**src/hdl/dmb_pkg.sv**
```systemverilog
// dmb_pkg: shared types and codes for the density matrix build block
// no dependencies; used by every module of the block
`default_nettype none

package dmb_pkg;

  localparam int unsigned CountW = 7;
  localparam int unsigned IdxW   = 6;
  localparam int unsigned CoefW  = 16;
  localparam int unsigned DensW  = 39;

  localparam logic OP_WRITE = 1'b0;
  localparam logic OP_READ  = 1'b1;

  localparam logic REG_BASIS_COUNT    = 1'b0;
  localparam logic REG_OCCUPIED_COUNT = 1'b1;

  localparam logic [CountW-1:0] BASIS_COUNT_RST    = 7'd64;
  localparam logic [CountW-1:0] OCCUPIED_COUNT_RST = 7'd1;

  typedef enum logic [1:0] {
    CMD_WRITE,
    CMD_READ,
    CMD_RANGE
  } cmd_kind_e;

  typedef struct packed {
    logic                    opcode;
    logic        [IdxW-1:0]  orbital;
    logic        [IdxW-1:0]  row;
    logic        [IdxW-1:0]  column;
    logic signed [CoefW-1:0] coefficient;
  } in_item_t;

  typedef struct packed {
    logic signed [DensW-1:0] density;
    logic                    range_error;
  } out_item_t;

  typedef struct packed {
    cmd_kind_e                kind;
    logic        [IdxW-1:0]   orbital;
    logic        [IdxW-1:0]   row;
    logic        [IdxW-1:0]   column;
    logic signed [CoefW-1:0]  coefficient;
    logic        [CountW-1:0] count;
  } cmd_t;

  typedef struct packed {
    logic push;
    logic full;
    logic pop;
    logic empty;
  } q_ctrl_t;

endpackage

`default_nettype wire

```
**src/hdl/dmb_fifo.sv**
```systemverilog
// dmb_fifo: two-entry command queue between the front and the back
// depends on dmb_pkg
`default_nettype none

module dmb_fifo import dmb_pkg::*; (
  input  wire logic clk_i,
  input  wire logic rst_ni,
  input  wire logic push_i,
  input  wire cmd_t push_cmd_i,
  input  wire logic pop_i,
  output cmd_t      head_o,
  output q_ctrl_t   ctrl_o
);

  localparam int unsigned Depth = 2;

  cmd_t       entry_q [Depth];
  logic       wr_ptr_q, wr_ptr_d;
  logic       rd_ptr_q, rd_ptr_d;
  logic [1:0] cnt_q, cnt_d;
  logic       full, empty;

  assign full   = cnt_q == 2'(Depth);
  assign empty  = cnt_q == 2'd0;
  assign head_o = entry_q[rd_ptr_q];

  assign ctrl_o.push  = push_i;
  assign ctrl_o.full  = full;
  assign ctrl_o.pop   = pop_i;
  assign ctrl_o.empty = empty;

  always_comb begin
    wr_ptr_d = push_i ? !wr_ptr_q : wr_ptr_q;
    rd_ptr_d = pop_i ? !rd_ptr_q : rd_ptr_q;
    cnt_d    = cnt_q + 2'(push_i) - 2'(pop_i);
  end

  always_ff @(posedge clk_i or negedge rst_ni) begin
    if (!rst_ni) begin
      wr_ptr_q <= 1'b0;
      rd_ptr_q <= 1'b0;
      cnt_q    <= 2'd0;
    end else begin
      wr_ptr_q <= wr_ptr_d;
      rd_ptr_q <= rd_ptr_d;
      cnt_q    <= cnt_d;
    end
  end

  always_ff @(posedge clk_i) begin
    if (push_i) begin
      entry_q[wr_ptr_q] <= push_cmd_i;
    end
  end

`ifndef SYNTHESIS
  a_no_push_full: assert property (@(posedge clk_i) disable iff (!rst_ni)
    full |-> !push_i) else $error("push into full queue");
  a_no_pop_empty: assert property (@(posedge clk_i) disable iff (!rst_ni)
    empty |-> !pop_i) else $error("pop from empty queue");
  a_cnt_bound: assert property (@(posedge clk_i) disable iff (!rst_ni)
    cnt_q <= 2'(Depth)) else $error("queue count overflow");
`endif

endmodule

`default_nettype wire

```
**config.mk**
```make
export PLATFORM = sky130hd
export DESIGN_NAME = dmb_fifo
export DESIGN_NICKNAME = d
export VERILOG_FILES = /design/src/hdl/dmb_pkg.sv /design/src/hdl/dmb_fifo.sv
export SDC_FILE = /design/constraint.sdc
export NUM_CORES = 1
export LEC_CHECK = 0
export ABC_AREA = 1
export BUFFER_PORTS_ARGS = -buffer_cell sky130_fd_sc_hd__buf_2
export CORE_AREA = 2 2 90 126
export DETAILED_ROUTE_END_ITERATION = 8
export DIE_AREA = 0 0 92 128
export PLACE_DENSITY = 0.57
export RECOVER_POWER = 100
export SYNTH_ARGS = -nofsm -noshare
export SYNTH_HDL_FRONTEND = slang
export SYNTH_SLANG_ARGS = --single-unit
```
**constraint.sdc**
```tcl
create_clock -name clk_i -period 2.5 [get_ports clk_i]
set_clock_uncertainty 0.05 [all_clocks]
set_input_delay 0.5 -clock clk_i [delete_from_list [all_inputs] [get_ports clk_i]]
set_output_delay 0.5 -clock clk_i [all_outputs]
set_load 0.01 [all_outputs]
```
==> impl_metrics.yaml, run 1 <==
status:
  outcome: "complete, no violations"
timing:
  fin_tns_setup_ps: 0
  worst_slew_pin_slew_ps: 1080
  min_period_over_period_pct: 90.7
  fin_crit_ps: 2270
  finalSetupViolations: 0
  drv_slew: 0
  hold_slack_ps: 293
  rsz0062_at_grt: "no"
  fmax_mhz: 441
  final-hold-violation-count: 0
  maxSlewHeadroom_pct: 27.9
setup_path:
  path_buf_inv: 2
  critPathKind: "flip-flop to primary output"
  max_stage_delay_ps: 710
  cp-endpoint: "head_o[14]"
  critPathArrivalTime_ps: 1720
  cp_num_cells: 4
  r2r_slack_ps: 380
  r2r-start: "wr_ptr_q$_DFFE_PN0P_"
  cp_max_fo: 53
  cp_top_family: "flip-flops"
  worstRegToRegCells: 3
  startpoint: "rd_ptr_q$_DFFE_PN0P_"
  path_cells: "buf_12, nand2_1, o21ai_0, clkbuf_1"
  worst_setup_path_end_kind: "primary output"
  critical-path-slowest-cell: "dfrtp_2"
  start_kind: "flip-flop"
  timing.rr.end: "entry_q[1][1]$_DFFE_PP_"
  critical_path_required_ps: 1950
clock_tree:
  cts_sinks: 90
  post-cts-setup-buffers: 0
  cts_resized: 0
  clockBufferDepth: 2
  cts_tree: "built"
  h-tree-depth: 3
  clock_latency_ps: 340
  cts_buffers: 9
  cts-root-buf: "clkbuf_16"
  path_clk_slew_ps: 60
routing:
  ant_nets: 0
  totalWireLength_um: 5970
  via_per_inst: 4.12
  drcViolationCount: 0
  vias: 2040
  drt_pre_antenna_iters: 4
  wire_per_inst_um: 12.1
  drtIter0Drc: 94
global_routing:
  antenna_found_initial: 0
  grt_pass1_vias: 2006
  grt_max_degree: 54
  gr-total-overflow: 0
  grt_usage_pct: 10.7
  grt_pass1_wl_um: 9230
job:
  cap_violations: 0
die:
  die_h_um: 128
  num_rows: 45
  dieArea_um2: 11800
  coreArea_um2: 10700
  die_w_um: 92
  start_util_pct: 32.0
  pin_count: 94
worst_hold_path:
  hold_depth: 1
  holdCritPathClass: "primary input to flip-flop"
placement:
  portBuffers: 93
  hpwl_um: 4050
  gp_congestion: 0.651
yosys:
  netlist_area_um2: 3420
  syn-num-nets: 302
  synth_area_leaders: "edfxtp_1 75%, o21ai_0 5.6%, inv_1 5.5%"
  synth_top_area_share_pct: 75.5
  synth_cell_types: 14
  synth_top_cell_by_area: "edfxtp_1"
  syn_inst: 253
  syn_avg_cell_area_um2: 13.5
  ys.warnings.count: 0
  ys_ff_latch: 90
  ys_seq_area_share_pct: 78.4
cells_and_area:
  diodes: 0
  layout-drive-gt1-share_pct: 13.0
  layout_common_cells: "86 x edfxtp_1, 68 x clkbuf_1, 50 x inv_1"
  area_growth_syn_to_layout_pct: 24.4
  nets: 398
  final_common_cell: "edfxtp_1"
pwr:
  p_sw_w: 0.00151
  swShare_pct: 31.6
  ir_worst_vdd_mv: 0.554
  pwr-share-seq_pct: 45.3
  powerDensity_nw_per_um2: 1120
  pwr-share-clk_pct: 29.7
  p_leak_nw: 1.68
  p_int_w: 0.00326
  combinationalPowerShare_pct: 25.0
[flip-flops by register name, summed over array words and instances (netlist names)]
register / cells
entry_q: 86
rd_ptr_q: 1
wr_ptr_q: 1
cnt_q: 2
[metrics by stage]
step	utilization (%)	instance area, um^2	setup slack (ps)	instances	total power (W)
6_report	39.8	4260	233	495	0.00477
5_1_grt	39.8	4260	39.9	495	0.00509
4_1_cts	40.8	4360	190	495	0.00497
3_5_place_dp	37.7	4030	565	478	0.00353
3_3_place_gp	37.7	4030	576	478	0.00351
2_1_floorplan	-	3420	396	253	0.00298
[power by group through the flow]
stage / Clock, W / Sequential (W) / Combinational (W)
floorplan: 0 / 0.00211 / 0.000871
global placement: 0 / 0.00218 / 0.00133
detailed placement: 0 / 0.00219 / 0.00134
CTS: 0.00146 / 0.00216 / 0.00135
global route: 0.00151 / 0.00220 / 0.00137
finish: 0.00142 / 0.00216 / 0.00119
[cell type report]
type                            instances  area, um^2
Fill cell                            1047        6440
Sequential cell                        90        2680
Multi-Input combinational cell        100         465
Timing Repair Buffer                   98         424
Clock buffer                            9         225
Inverter                               50         188
Tap cell                              141         176
Clock inverter                          7        92.6
[worst register-to-register path, cell delays in order (launching register included)]
cell and delay, ps:
dfrtp_1 420, nand2_1 70, inv_1 500, clkbuf_2 690
[layer usage]
layer,vias up,GRT usage [%],part of all wire [%]
met5,-,0,0
met4,0,7.64,3.2
met3,10,2.88,4.9
met2,57,18.8,53
met1,940,10.9,39
li1,1033,-,-
[how the worst min path moves through the flow]
| stage | from | endpoint | slack, ps |
|---|---|---|---|
| global route | push_cmd_i[41] | entry_q[0][41]$_DFFE_PP_ | 280 |
| detailed placement | rst_ni | cnt_q[0]$_DFF_PN0_ | 260 |
| CTS | push_cmd_i[20] | entry_q[0][20]$_DFFE_PP_ | 280 |
| finish | push_cmd_i[20] | entry_q[0][20]$_DFFE_PP_ | 290 |
| global placement | rst_ni | cnt_q[1]$_DFF_PN0_ | 260 |
| floorplan | rst_ni | cnt_q[0]$_DFF_PN0_ | 150 |
[cells by family after synthesis]
family	synth area share [%]
XOR/XNOR	0.512
AO/OA/AOI/OAI	6.29
AND/OR/NAND/NOR	5.85
buffers and inverters	8.19
adder cells (fa/ha/maj)	0.731
flip-flops	78.4
[cell usage after synthesis]
cell type,count
nand2_1,49
o21ai_0,38
buf_4,5
nand3_1,1
dfrtp_1,4
o21ai_1,5
edfxtp_1,86
xor2_1,2
ha_1,2
buf_6,3
buf_2,2
nor2_1,3
inv_1,50
clkbuf_1,3
[timing repair]
action,4_1_cts,5_1_grt
endpoints found under the hold margin,4,0
hold buffers,1,0
setup endpoints to repair,0,0
(Power assumes the default switching activity.)
==> run 2, diff against run 1 <==
- CORE_AREA: 2 2 90 126 -> 2 2 76 108
- DIE_AREA: 0 0 92 128 -> 0 0 78 110
- PLACE_DENSITY: 0.57 -> 0.75
- clock period: 2.5 -> 1.8 ns (I/O delays scaled with it)
==> run 2 against run 1 <==
Compared with the run above:
- the flow now finishes with violations (setup timing)
- critical path depth shrank 1
- register-to-register slack improved by 150 ps
- wire length increased by 0.87%
- core utilization grew 16 points
- hold slack lost 150 ps
- final cell count is 7.7% lower
- final area about the same
- non-clock buffer count grew 3
- count of clock-buffer cells in the layout unchanged
- sequential share of layout area about the same
- combinational power rose by 76%
- die area is 27% lower
==> impl_metrics.yaml, run 2 (synthesis gave the netlist of run 1 again) <==
status:
  outcome: "finished with violations"
  violations: "setup timing"
cells_and_area:
  area_growth_syn_to_layout_pct: 24.5
  largest_reg_flops: 86
  layout-drive-gt1-share_pct: 28.3
  diodes: 0
  final_common_cell: "edfxtp_1"
  reg_top3: "entry_q: 86 flops, cnt_q: 2 flops"
  regMostFlops: "entry_q"
  nets: 401
  layout_common_cells: "86 x edfxtp_1, 71 x buf_2, 49 x inv_1"
routing:
  via_per_inst: 4.54
  drcViolationCount: 0
  vias: 2076
  drtIter0Drc: 113
  ant_nets: 0
  drt_pre_antenna_iters: 4
  totalWireLength_um: 6020
  wire_per_inst_um: 13.2
placement:
  hpwl_um: 3770
  gp_congestion: 0.736
  preCtsSetupSlack_ps: 348
  portBuffers: 93
die:
  pin_count: 94
  coreArea_um2: 7610
  dieArea_um2: 8580
  start_util_pct: 45.0
  die_h_um: 110
  die_w_um: 78
  num_rows: 38
timing:
  rsz0062_at_grt: "yes"
  fin_crit_ps: 1820
  maxSlewHeadroom_pct: 78.7
  fin_tns_setup_ps: -17.3
  worst_slew_pin_slew_ps: 319
  min_period_over_period_pct: 101
  fmax_mhz: 550
  drv_slew: 0
  final-hold-violation-count: 0
  finalSetupViolations: 1
  worst_slack_ps: -17.3
pwr:
  powerDensity_nw_per_um2: 1550
  p_leak_nw: 1.80
  ir_worst_vdd_mv: 0.820
clock_tree:
  post-cts-setup-buffers: 0
  cts_buffers: 9
  clock_latency_ps: 350
  clockBufferDepth: 2
  cts-root-buf: "clkbuf_8"
  cts_tree: "built"
  h-tree-depth: 3
  path_clk_slew_ps: 90
  cts_sinks: 90
global_routing:
  antenna_found_initial: 0
  grt_usage_pct: 13.4
  gr-total-overflow: 0
  grt_pass1_vias: 1922
  grt_max_degree: 88
  grt_pass1_wl_um: 8390
setup_path:
  critPathKind: "flip-flop to primary output"
  cp_max_fo: 44
  critical_path_required_ps: 1390
  path_cells: "buf_16, o21ai_0, buf_2"
  critical-path-slowest-cell: "dfrtp_2"
  critPathArrivalTime_ps: 1410
  start_kind: "flip-flop"
  worst_setup_path_end_kind: "primary output"
  max_stage_delay_ps: 470
job:
  cap_violations: 0
worst_hold_path:
  holdCritPathClass: "primary input to flip-flop"
run 2: changes by cell type in the layout (fill, tap and decap cells not counted), moves of 3 or more:
cell / previous run / this run
o21ai_0: 39 / 13
clkbuf_8: 0 / 9
o21ai_1: 4 / 28
clkbuf_16: 9 / 1
buf_4: 0 / 4
clkinvlp_4: 0 / 3
buf_2: 25 / 71
clkbuf_1: 68 / 22
run 2: final timing paths:
kind | slack, ps | startpoint | endpoint | depth (start not counted)
min in group asynchronous | 350 | rst_ni | rd_ptr_q$_DFFE_PN0P_ | 2
max reg2reg | 530 | wr_ptr_q$_DFFE_PN0P_ | entry_q[1][32]$_DFFE_PP_ | 3
max | -20 | rd_ptr_q$_DFFE_PN0P_ | head_o[15] | 3
min | 140 | push_cmd_i[25] | entry_q[1][25]$_DFFE_PP_ | 1
max in group asynchronous | 1140 | rst_ni | rd_ptr_q$_DFFE_PN0P_ | 2
min reg2reg | 500 | wr_ptr_q$_DFFE_PN0P_ | wr_ptr_q$_DFFE_PN0P_ | 1
run 2: timing repair:
action | CTS | global route
setup endpoints to repair | 10 | 43
hold buffers | 1 | 0
hold endpoints to repair | 4 | 0
gates cloned | 0 | 2
resized for setup | 9 | 21
run 2: metal layers:
layer	global-route usage [%]	vias to the layer above	part of all wire [%]
li1	-	1032	-
met1	12.9	979	37
met2	24.6	57	57
met3	4.48	8	4.7
met4	8.27	0	1.8
met5	0	-	0
run 2: cell type report:
| cell class | instances | area, um^2 |
|---|---|---|
| clock buffer | 9 | 124 |
| clock inverter | 7 | 118 |
| fill | 649 | 3350 |
| inverter | 50 | 188 |
| multi-input combinational | 100 | 478 |
| sequential | 90 | 2680 |
| tap | 100 | 125 |
| timing repair buffer | 101 | 542 |
run 2: where the power goes:
part	internal, W	leakage [nW]	switching [W]	total (W)
Combinational	0.000801	0.839	0.00130	0.00210
Sequential	0.00278	0.853	0.000139	0.00292
Clock	0.000918	0.111	0.000665	0.00158
run 2: per-stage QoR:
step           instances  hold slack (ps)  util (%)  area, um^2  power [W]
6_report             457              142      56.0        4260    0.00661
3_5_place_dp         438              123      52.3        3980    0.00487
3_3_place_gp         438              126      52.3        3980    0.00480
4_1_cts              455              112      55.7        4230    0.00648
5_1_grt              457              113      56.0        4260    0.00701
2_1_floorplan        253             14.4         -        3430    0.00415
run 2: worst max-delay path: cells and delay by family (launching register included):
family,cells,cell delay (ps)
DFF,1,470
buffers and inverters,2,370
AOI/OAI and AO/OA,1,200
