## src/hdl/dmb_pkg.sv

```systemverilog
// dmb_pkg: shared types and codes for the density matrix build block
// no dependencies; used by every module of the block
`default_nettype none

package dmb_pkg;

  localparam int unsigned CountW = 7;
  localparam int unsigned IdxW   = 6;
  localparam int unsigned CoefW  = 16;
  localparam int unsigned DensW  = 39;

  localparam logic OP_WRITE = 1'b0;
  localparam logic OP_READ  = 1'b1;

  localparam logic REG_BASIS_COUNT    = 1'b0;
  localparam logic REG_OCCUPIED_COUNT = 1'b1;

  localparam logic [CountW-1:0] BASIS_COUNT_RST    = 7'd64;
  localparam logic [CountW-1:0] OCCUPIED_COUNT_RST = 7'd1;

  typedef enum logic [1:0] {
    CMD_WRITE,
    CMD_READ,
    CMD_RANGE
  } cmd_kind_e;

  typedef struct packed {
    logic                    opcode;
    logic        [IdxW-1:0]  orbital;
    logic        [IdxW-1:0]  row;
    logic        [IdxW-1:0]  column;
    logic signed [CoefW-1:0] coefficient;
  } in_item_t;

  typedef struct packed {
    logic signed [DensW-1:0] density;
    logic                    range_error;
  } out_item_t;

  typedef struct packed {
    cmd_kind_e                kind;
    logic        [IdxW-1:0]   orbital;
    logic        [IdxW-1:0]   row;
    logic        [IdxW-1:0]   column;
    logic signed [CoefW-1:0]  coefficient;
    logic        [CountW-1:0] count;
  } cmd_t;

  typedef struct packed {
    logic push;
    logic full;
    logic pop;
    logic empty;
  } q_ctrl_t;

endpackage

`default_nettype wire

```

## src/hdl/dmb_front.sv

```systemverilog
// dmb_front: configuration registers and classification of incoming transactions
// depends on dmb_pkg; feeds dmb_fifo
`default_nettype none

module dmb_front import dmb_pkg::*; #(
  parameter int unsigned MAX_BASIS    = 64,
  parameter int unsigned MAX_OCCUPIED = 64
) (
  input  wire logic              clk_i,
  input  wire logic              rst_ni,
  input  wire logic              cfg_we_i,
  input  wire logic              cfg_idx_i,
  input  wire logic [CountW-1:0] cfg_data_i,
  input  wire logic              in_valid_i,
  output logic                   in_ready_o,
  input  wire in_item_t          in_data_i,
  input  wire logic              q_full_i,
  output logic                   q_push_o,
  output cmd_t                   q_cmd_o
);

  logic [CountW-1:0] basis_q, basis_d;
  logic [CountW-1:0] occ_q, occ_d;
  logic [CountW-1:0] nb, no;
  logic              row_ok, col_ok, orb_ok, accept;

  always_comb begin
    basis_d = basis_q;
    occ_d   = occ_q;
    if (cfg_we_i) begin
      case (cfg_idx_i)
        REG_BASIS_COUNT:    basis_d = cfg_data_i;
        REG_OCCUPIED_COUNT: occ_d   = cfg_data_i;
        default: ;
      endcase
    end
  end

  always_ff @(posedge clk_i or negedge rst_ni) begin
    if (!rst_ni) begin
      basis_q <= BASIS_COUNT_RST;
      occ_q   <= OCCUPIED_COUNT_RST;
    end else begin
      basis_q <= basis_d;
      occ_q   <= occ_d;
    end
  end

  assign nb = (32'(basis_q) > MAX_BASIS) ? CountW'(MAX_BASIS) : basis_q;
  assign no = (32'(occ_q) > MAX_OCCUPIED) ? CountW'(MAX_OCCUPIED) : occ_q;

  assign row_ok = CountW'(in_data_i.row) < nb;
  assign col_ok = CountW'(in_data_i.column) < nb;
  assign orb_ok = 32'(in_data_i.orbital) < MAX_OCCUPIED;

  assign in_ready_o = !q_full_i;
  assign accept     = in_valid_i && in_ready_o;

  always_comb begin
    q_cmd_o.orbital     = in_data_i.orbital;
    q_cmd_o.row         = in_data_i.row;
    q_cmd_o.column      = in_data_i.column;
    q_cmd_o.coefficient = in_data_i.coefficient;
    q_cmd_o.count       = no;
    q_cmd_o.kind        = CMD_WRITE;
    q_push_o            = 1'b0;
    case (in_data_i.opcode)
      OP_WRITE: begin
        q_cmd_o.kind = CMD_WRITE;
        q_push_o     = accept && row_ok && orb_ok;
      end
      OP_READ: begin
        q_cmd_o.kind = (row_ok && col_ok) ? CMD_READ : CMD_RANGE;
        q_push_o     = accept;
      end
      default: ;
    endcase
  end

endmodule

`default_nettype wire

```

## config.mk

```make
export PLATFORM = sky130hd
export DESIGN_NAME = dmb_front
export DESIGN_NICKNAME = d
export VERILOG_FILES = /design/src/hdl/dmb_pkg.sv /design/src/hdl/dmb_front.sv
export SDC_FILE = /design/constraint.sdc
export NUM_CORES = 1
export LEC_CHECK = 0
export BUFFER_PORTS_ARGS = -buffer_cell sky130_fd_sc_hd__buf_4
export CORE_MARGIN = 2
export CORE_UTILIZATION = 30
export DETAILED_ROUTE_END_ITERATION = 10
export HOLD_SLACK_MARGIN = 0.12
export PLACE_DENSITY = 0.68
export REMOVE_ABC_BUFFERS = 1
export SETUP_SLACK_MARGIN = 0.05
export SKIP_LAST_GASP = 1
export SLEW_MARGIN = 10
export SYNTH_ARGS = -nofsm -noshare
export SYNTH_HDL_FRONTEND = slang
export SYNTH_SLANG_ARGS = --single-unit
```

## constraint.sdc

```tcl
create_clock -name clk_i -period 2.4 [get_ports clk_i]
set_input_delay 0.36 -clock clk_i [delete_from_list [all_inputs] [get_ports clk_i]]
set_output_delay 0.36 -clock clk_i [all_outputs]
set_load 0.1 [all_outputs]
```

==> results.ini, run 1 <==
[outcome]
status = completed

[logic_synthesis]
netlist_top_cells_area = dfrtp_1, buf_4, mux2_2
synth.distinct_cells = 19
synth.top_cell.area_share = 0.272
syn_area_mm2 = 0.00110
synth_area_leader_cell = dfrtp_1
ys_seq_elements = 14
synth-seq-area-share = 0.320
yosysWarningCount = 0
syn_avg_cell_area_um2 = 9.77
netlist_instances = 113

[critical_path]
setup.worst_path.class = reg -> out
cp.arrival_ns = 2.02
cp-end-kind = primary output
required_ns = 2.04
worstPathMaxFanout = 7
worst_setup_path_start_kind = register

[floorplan]
die_area_mm2 = 0.00418
io_pins = 93
start_util = 0.306
die_w_um = 64.7
chipHeight_um = 64.7
core-area_mm2 = 0.00361
rows = 22

[sta]
hold_violations = 0
rsz0062_at_grt = yes
clock.fmax_mhz = 420
hold_ws_ns = 0.339
setup_viol = 0
tightestPinTransition_ns = 0.595
slew_viol_final = 0
tns_ns = 0
setup_slack_ns = 0.0209
period_minus_slack_ns = 2.38
fin_worst_skew_ns = 0
finalCritPeriodShare = 0.991
slew_headroom = 0.603

[detailed_routing]
wl_per_cell_um = 15.5
wirelength_um = 2820
drt_drc_violations_left = 0
drt.antenna.violating_nets = 0
first_iter_violations = 25
firstDrtPassIters = 6
num_vias = 868
via_per_inst = 4.77

[final_layout]
finish.utilization = 0.398
most-common-layout-cells = buf_4, mux2_2, dfrtp_1
nFillCells = 357
area_growth_pct = 30.2
fin_nets = 193
drive_above_1_share = 0.604
layout_commonest_cell = buf_4
instances_no_fill = 182
fin_area_mm2 = 0.00144
antenna_cells = 0

[power_and_ir_drop]
p_switching_uw = 502
pwr-share-clk = 0.210
power.density_mw_per_mm2 = 771
p_sw_frac = 0.453
ir_drop_mv = 0.394
internal_power_uw = 605
pwr-share-seq = 0.271
pwr-share-comb = 0.519
p_leak_nw = 0.696
finalPower_mw = 1.11

[clock_tree]
numCtsBuffers = 3
cts.sinks = 14
cts_tree = done
cts-root-buf = clkbuf_8
cts_max_path_buffers = 2
clock_latency_ns = 0.25
path_clk_slew_ns = 0.06
h-tree-depth = 1

[global_route]
grt_max_degree = 15
grt_pass1_vias = 875
grt_use_total = 0.136
antenna_found_initial = 0
grt-ovfl-total = 0
grt_pass1_wl_um = 4310

[placed_design]
dp.cells = 173
dp_hpwl_um = 2190
place_ws_ns = 0.0913
portBuffers = 48
place_congestion = 0.743
placed_area_mm2 = 0.00126

[run]
maxCapViolCount = 0

[min_path]
min_path_type = in -> reg

==> path summary, 6_finish.rpt <==
kind / startpoint / end / slack [ns] / depth (start not counted)
min in group asynchronous: rst_ni / occ_q[3]$_DFFE_PN0P_ / 0.49 / 2
worst max register to register: occ_q[6]$_DFFE_PN0P_ / occ_q[6]$_DFFE_PN0P_ / 1.54 / 1
worst min register to register: basis_q[3]$_DFFE_PN0P_ / basis_q[3]$_DFFE_PN0P_ / 0.51 / 1
max in group asynchronous: rst_ni / occ_q[0]$_DFFE_PN1P_ / 1.67 / 2
worst min-delay path: cfg_data_i[6] / basis_q[6]$_DFFE_PN1P_ / 0.34 / 3
worst max-delay path: basis_q[6]$_DFFE_PN1P_ / q_cmd_o[42] / 0.02 / 8
==> area by class of cell <==
class	count	area (µm²)	share of cell area
clock buffers	4	55.1	0.0383
inverters	2	10.0	0.00697
multi-input cells	61	538	0.375
flip-flops and latches	14	353	0.246
well taps	48	60.1	0.0418
repair buffers	53	420	0.293
==> worst max-delay path, stage by stage (launching register included) <==
cell	delay, ns
dfstp_2	0.55
inv_4	0.06
nand2_2	0.08
ha_1	0.24
a21o_1	0.17
a21oi_2	0.14
o21ai_2	0.09
o211a_1	0.27
buf_12	0.17
==> power groups by stage <==
stage | Clock [mW] | Combinational [mW] | Sequential [mW]
global placement | 0 | 0.505 | 0.300
global route | 0.249 | 0.610 | 0.305
finish | 0.232 | 0.575 | 0.300
detailed placement | 0 | 0.517 | 0.300
floorplan | 0 | 0.296 | 0.311
CTS | 0.240 | 0.563 | 0.299
==> layer usage <==
metal,GRT usage,vias to the layer above,share of wire
li1,-,389,-
met1,0.173,408,0.43
met2,0.190,68,0.42
met3,0.0729,3,0.13
met4,0.0479,0,0.012
met5,0.0556,-,0
==> cells by family (layout without fill, tap and decap cells) <==
kind of cell             after synthesis  after routing  synth area share
adder cells (fa/ha/maj)               10             10             0.113
AO/OA/AOI/OAI                         16             16            0.0884
flip-flops                            14             14             0.320
AND/OR/NAND/NOR                       22             22            0.0998
buffers and inverters                 38             59             0.246
multiplexers                          13             13             0.133
==> flip-flops by register name, summed over array words and instances, names as in the netlist <==
signal   count
basis_q      7
occ_q        7
==> cells in the mapped netlist, drive strengths merged <==
| cell type | number |
|---|---|
| buf | 35 |
| mux2 | 13 |
| dfrtp | 12 |
| ha | 10 |
| nand2 | 9 |
| nor2b | 7 |
| o21ai | 5 |
| a21o | 4 |
| a21oi | 4 |
| nand2b | 3 |
| a31oi | 2 |
| dfstp | 2 |
| inv | 2 |
| nand3 | 2 |
| clkbuf | 1 |
| nor2 | 1 |
| o211a | 1 |
==> timing repair <==
item	in CTS	in global routing
pin swaps	7	4
endpoints found under the hold margin	12	0
gates resized for setup	17	3
buffers inserted	3	1
endpoints found under the setup margin	3	3
hold buffers	1	0
Note: power is estimated with default switching activity, not from simulation.
==> run 2: changes to the inputs <==
==> constraint.sdc (replaced) <==
create_clock -name clk_i -period 2.4 [get_ports clk_i]
set_input_delay 0.24 -clock clk_i [delete_from_list [all_inputs] [get_ports clk_i]]
set_output_delay 0.24 -clock clk_i [all_outputs]
set_load 0.1 [all_outputs]
==> run 2 against run 1 <==
Against the previous run:
- wire length down 4.5%
- via count down 4.8%
- hold slack worse by 0.11 ns
- combinational power down 2%
- flip-flop and latch count unchanged
- die area unchanged
- largest cell class unchanged
- largest power group unchanged
==> results.ini, run 2 (synthesis gave the netlist of run 1 again) <==
[power_and_ir_drop]
pwr-share-clk = 0.177  ; -0.033
p_switching_uw = 483  ; -3.7%
power.density_mw_per_mm2 = 748  ; -3.0%
ir_drop_mv = 0.393  ; -0.32%
internal_power_uw = 562  ; -7.2%
p_sw_frac = 0.462  ; +0.00923
finalPower_mw = 1.04  ; -5.6%
pwr-share-seq = 0.285  ; +0.014
p_leak_nw = 0.674  ; -3.1%
pwr-share-comb = 0.538  ; +0.019

[run]
maxCapViolCount = 0  ; unchanged

[final_layout]
nFillCells = 362  ; +1.4%
area_growth_pct = 26.6
fin_area_mm2 = 0.00140  ; -2.7%
top_regs = basis_q: 7 flops, occ_q: 7 flops
fin_nets = 190  ; -1.6%
most-common-layout-cells = buf_4, mux2_2, dfrtp_1
antenna_cells = 0  ; unchanged
layout_commonest_cell = buf_4
drive_above_1_share = 0.592  ; -0.0122

[floorplan]
chipHeight_um = 64.7  ; unchanged
io_pins = 93  ; unchanged
start_util = 0.306  ; unchanged
die_area_mm2 = 0.00418  ; unchanged
core-area_mm2 = 0.00361  ; unchanged
rows = 22  ; unchanged
die_w_um = 64.7  ; unchanged

[global_route]
grt_pass1_vias = 815  ; -6.9%
gr-usage-met1 = 0.170  ; -0.00376
grt_use_total = 0.125  ; -0.0116
top_usage_layer = met1
antenna_found_initial = 0  ; unchanged
grt_pass1_wl_um = 3950  ; -8.2%
use_met3 = 0.0712  ; -0.00174
use_met2 = 0.167  ; -0.0234
grt-ovfl-total = 0  ; unchanged
grt_max_degree = 15  ; unchanged

[critical_path]
path_delay_family = compound AO/OA/AOI/OAI gates
cp.arrival_ns = 2.05  ; +0.03 ns
cp-end-kind = primary output
worst_setup_path_start_kind = register
setup.worst_path.class = reg -> out
cp_cell_sequence = inv_2 > nand2_2 > ha_1 > a21o_1 > a21oi_1 > o21ai_2 > o21ai_1 > buf_6
cp_num_buf_inv = 2  ; unchanged
worstPathMaxFanout = 7  ; unchanged
cpMaxStageDelayCell = dfstp_2
required_ns = 2.16  ; +0.12 ns
max_stage_delay_ns = 0.53  ; -0.02 ns

[clock_tree]
cts_max_path_buffers = 2  ; unchanged
numCtsBuffers = 3  ; unchanged
cts.sinks = 14  ; unchanged
cts-root-buf = clkbuf_8
h-tree-depth = 1  ; unchanged
clock_latency_ns = 0.23  ; -0.02 ns
cts_tree = done
path_clk_slew_ns = 0.06  ; about the same

[outcome]
status = completed

[sta]
slew_viol_final = 0  ; unchanged
period_minus_slack_ns = 2.29  ; -0.0848 ns
finalCritPeriodShare = 0.956  ; -0.0353
hold_violations = 0  ; unchanged
hold_ws_ns = 0.234  ; -0.105 ns
slew_headroom = 0.594  ; -0.00875
setup_viol = 0  ; unchanged
fin_worst_skew_ns = 0  ; unchanged
clock.fmax_mhz = 436  ; +3.7%
tightestPinTransition_ns = 0.608  ; +0.0131 ns
rsz0062_at_grt = yes

[detailed_routing]
first_iter_violations = 33  ; +32%
num_vias = 826  ; -4.8%
firstDrtPassIters = 6  ; unchanged
drt.antenna.violating_nets = 0  ; unchanged
drt_drc_violations_left = 0  ; unchanged
wirelength_um = 2690  ; -4.5%
via_per_inst = 4.64  ; -2.7%
wl_per_cell_um = 15.1  ; -2.3%

[min_path]
min_path_type = in -> reg

[placed_design]
placed_area_mm2 = 0.00126  ; unchanged
dp_hpwl_um = 2190  ; +0.16%
place_congestion = 0.743  ; about the same
portBuffers = 48  ; unchanged

==> run 2: cell types whose count changed in the layout (fill, tap and decap cells not counted) <==
| cell | previous run | this run |
|---|---|---|
| clkbuf_8 | 4 | 3 |
| inv_2 | 0 | 1 |
| inv_4 | 1 | 0 |
| buf_4 | 49 | 46 |
==> run 2: area by class of cell <==
| class | count | area, µm² | share of cell area |
|---|---|---|---|
| inverter | 2 | 7.51 | 0.00537 |
| sequential | 14 | 353 | 0.252 |
| clock buffer | 3 | 41.3 | 0.0295 |
| tap | 48 | 60.1 | 0.0430 |
| multi-input combinational | 61 | 538 | 0.385 |
| timing repair buffer | 50 | 398 | 0.285 |
==> run 2: repair_timing <==
action / CTS / global route
endpoints found under the hold margin: 14 / 0
setup endpoints to repair: 3 / 3
gates resized for setup: 7 / 12
hold buffers: 1 / 0
setup buffers: 0 / 1
pin swaps: 1 / 3
==> run 2: layer usage <==
layer	wire, µm	vias to the layer above
met2	1130	61
met4	0	0
met1	1190	384
met5	0	-
met3	372	0
li1	-	381
==> run 2: path summary, 6_finish.rpt <==
check / cells past startpoint / to / slack (ns) / startpoint
max: 8 / q_cmd_o[41] / 0.11 / basis_q[6]$_DFFE_PN1P_
min: 3 / basis_q[6]$_DFFE_PN1P_ / 0.23 / cfg_data_i[6]
max reg2reg: 1 / occ_q[6]$_DFFE_PN0P_ / 1.54 / occ_q[6]$_DFFE_PN0P_
min reg2reg: 1 / occ_q[5]$_DFFE_PN0P_ / 0.51 / occ_q[5]$_DFFE_PN0P_
max in group asynchronous: 2 / occ_q[0]$_DFFE_PN1P_ / 1.77 / rst_ni
min in group asynchronous: 2 / occ_q[5]$_DFFE_PN0P_ / 0.39 / rst_ni
==> run 2: power groups by stage <==
stage          clock network (mW)  logic (mW)  registers [mW]
2_1_floorplan                   0       0.296           0.311
3_3_place_gp                    0       0.505           0.300
3_5_place_dp                    0       0.517           0.301
4_1_cts                     0.193       0.530           0.298
5_1_grt                     0.203       0.596           0.303
6_report                    0.185       0.562           0.298
==> run 2: stage by stage <==
stage	setup TNS [ns]	cells	util	setup slack, ns
finish	0	178	0.388	0.106
global route	0	178	0.388	0.0368
CTS	0	177	0.368	0.0718
detailed placement	0	173	0.349	0.186
global placement	0	173	0.349	0.278
floorplan	-2.59	77	-	-1.28
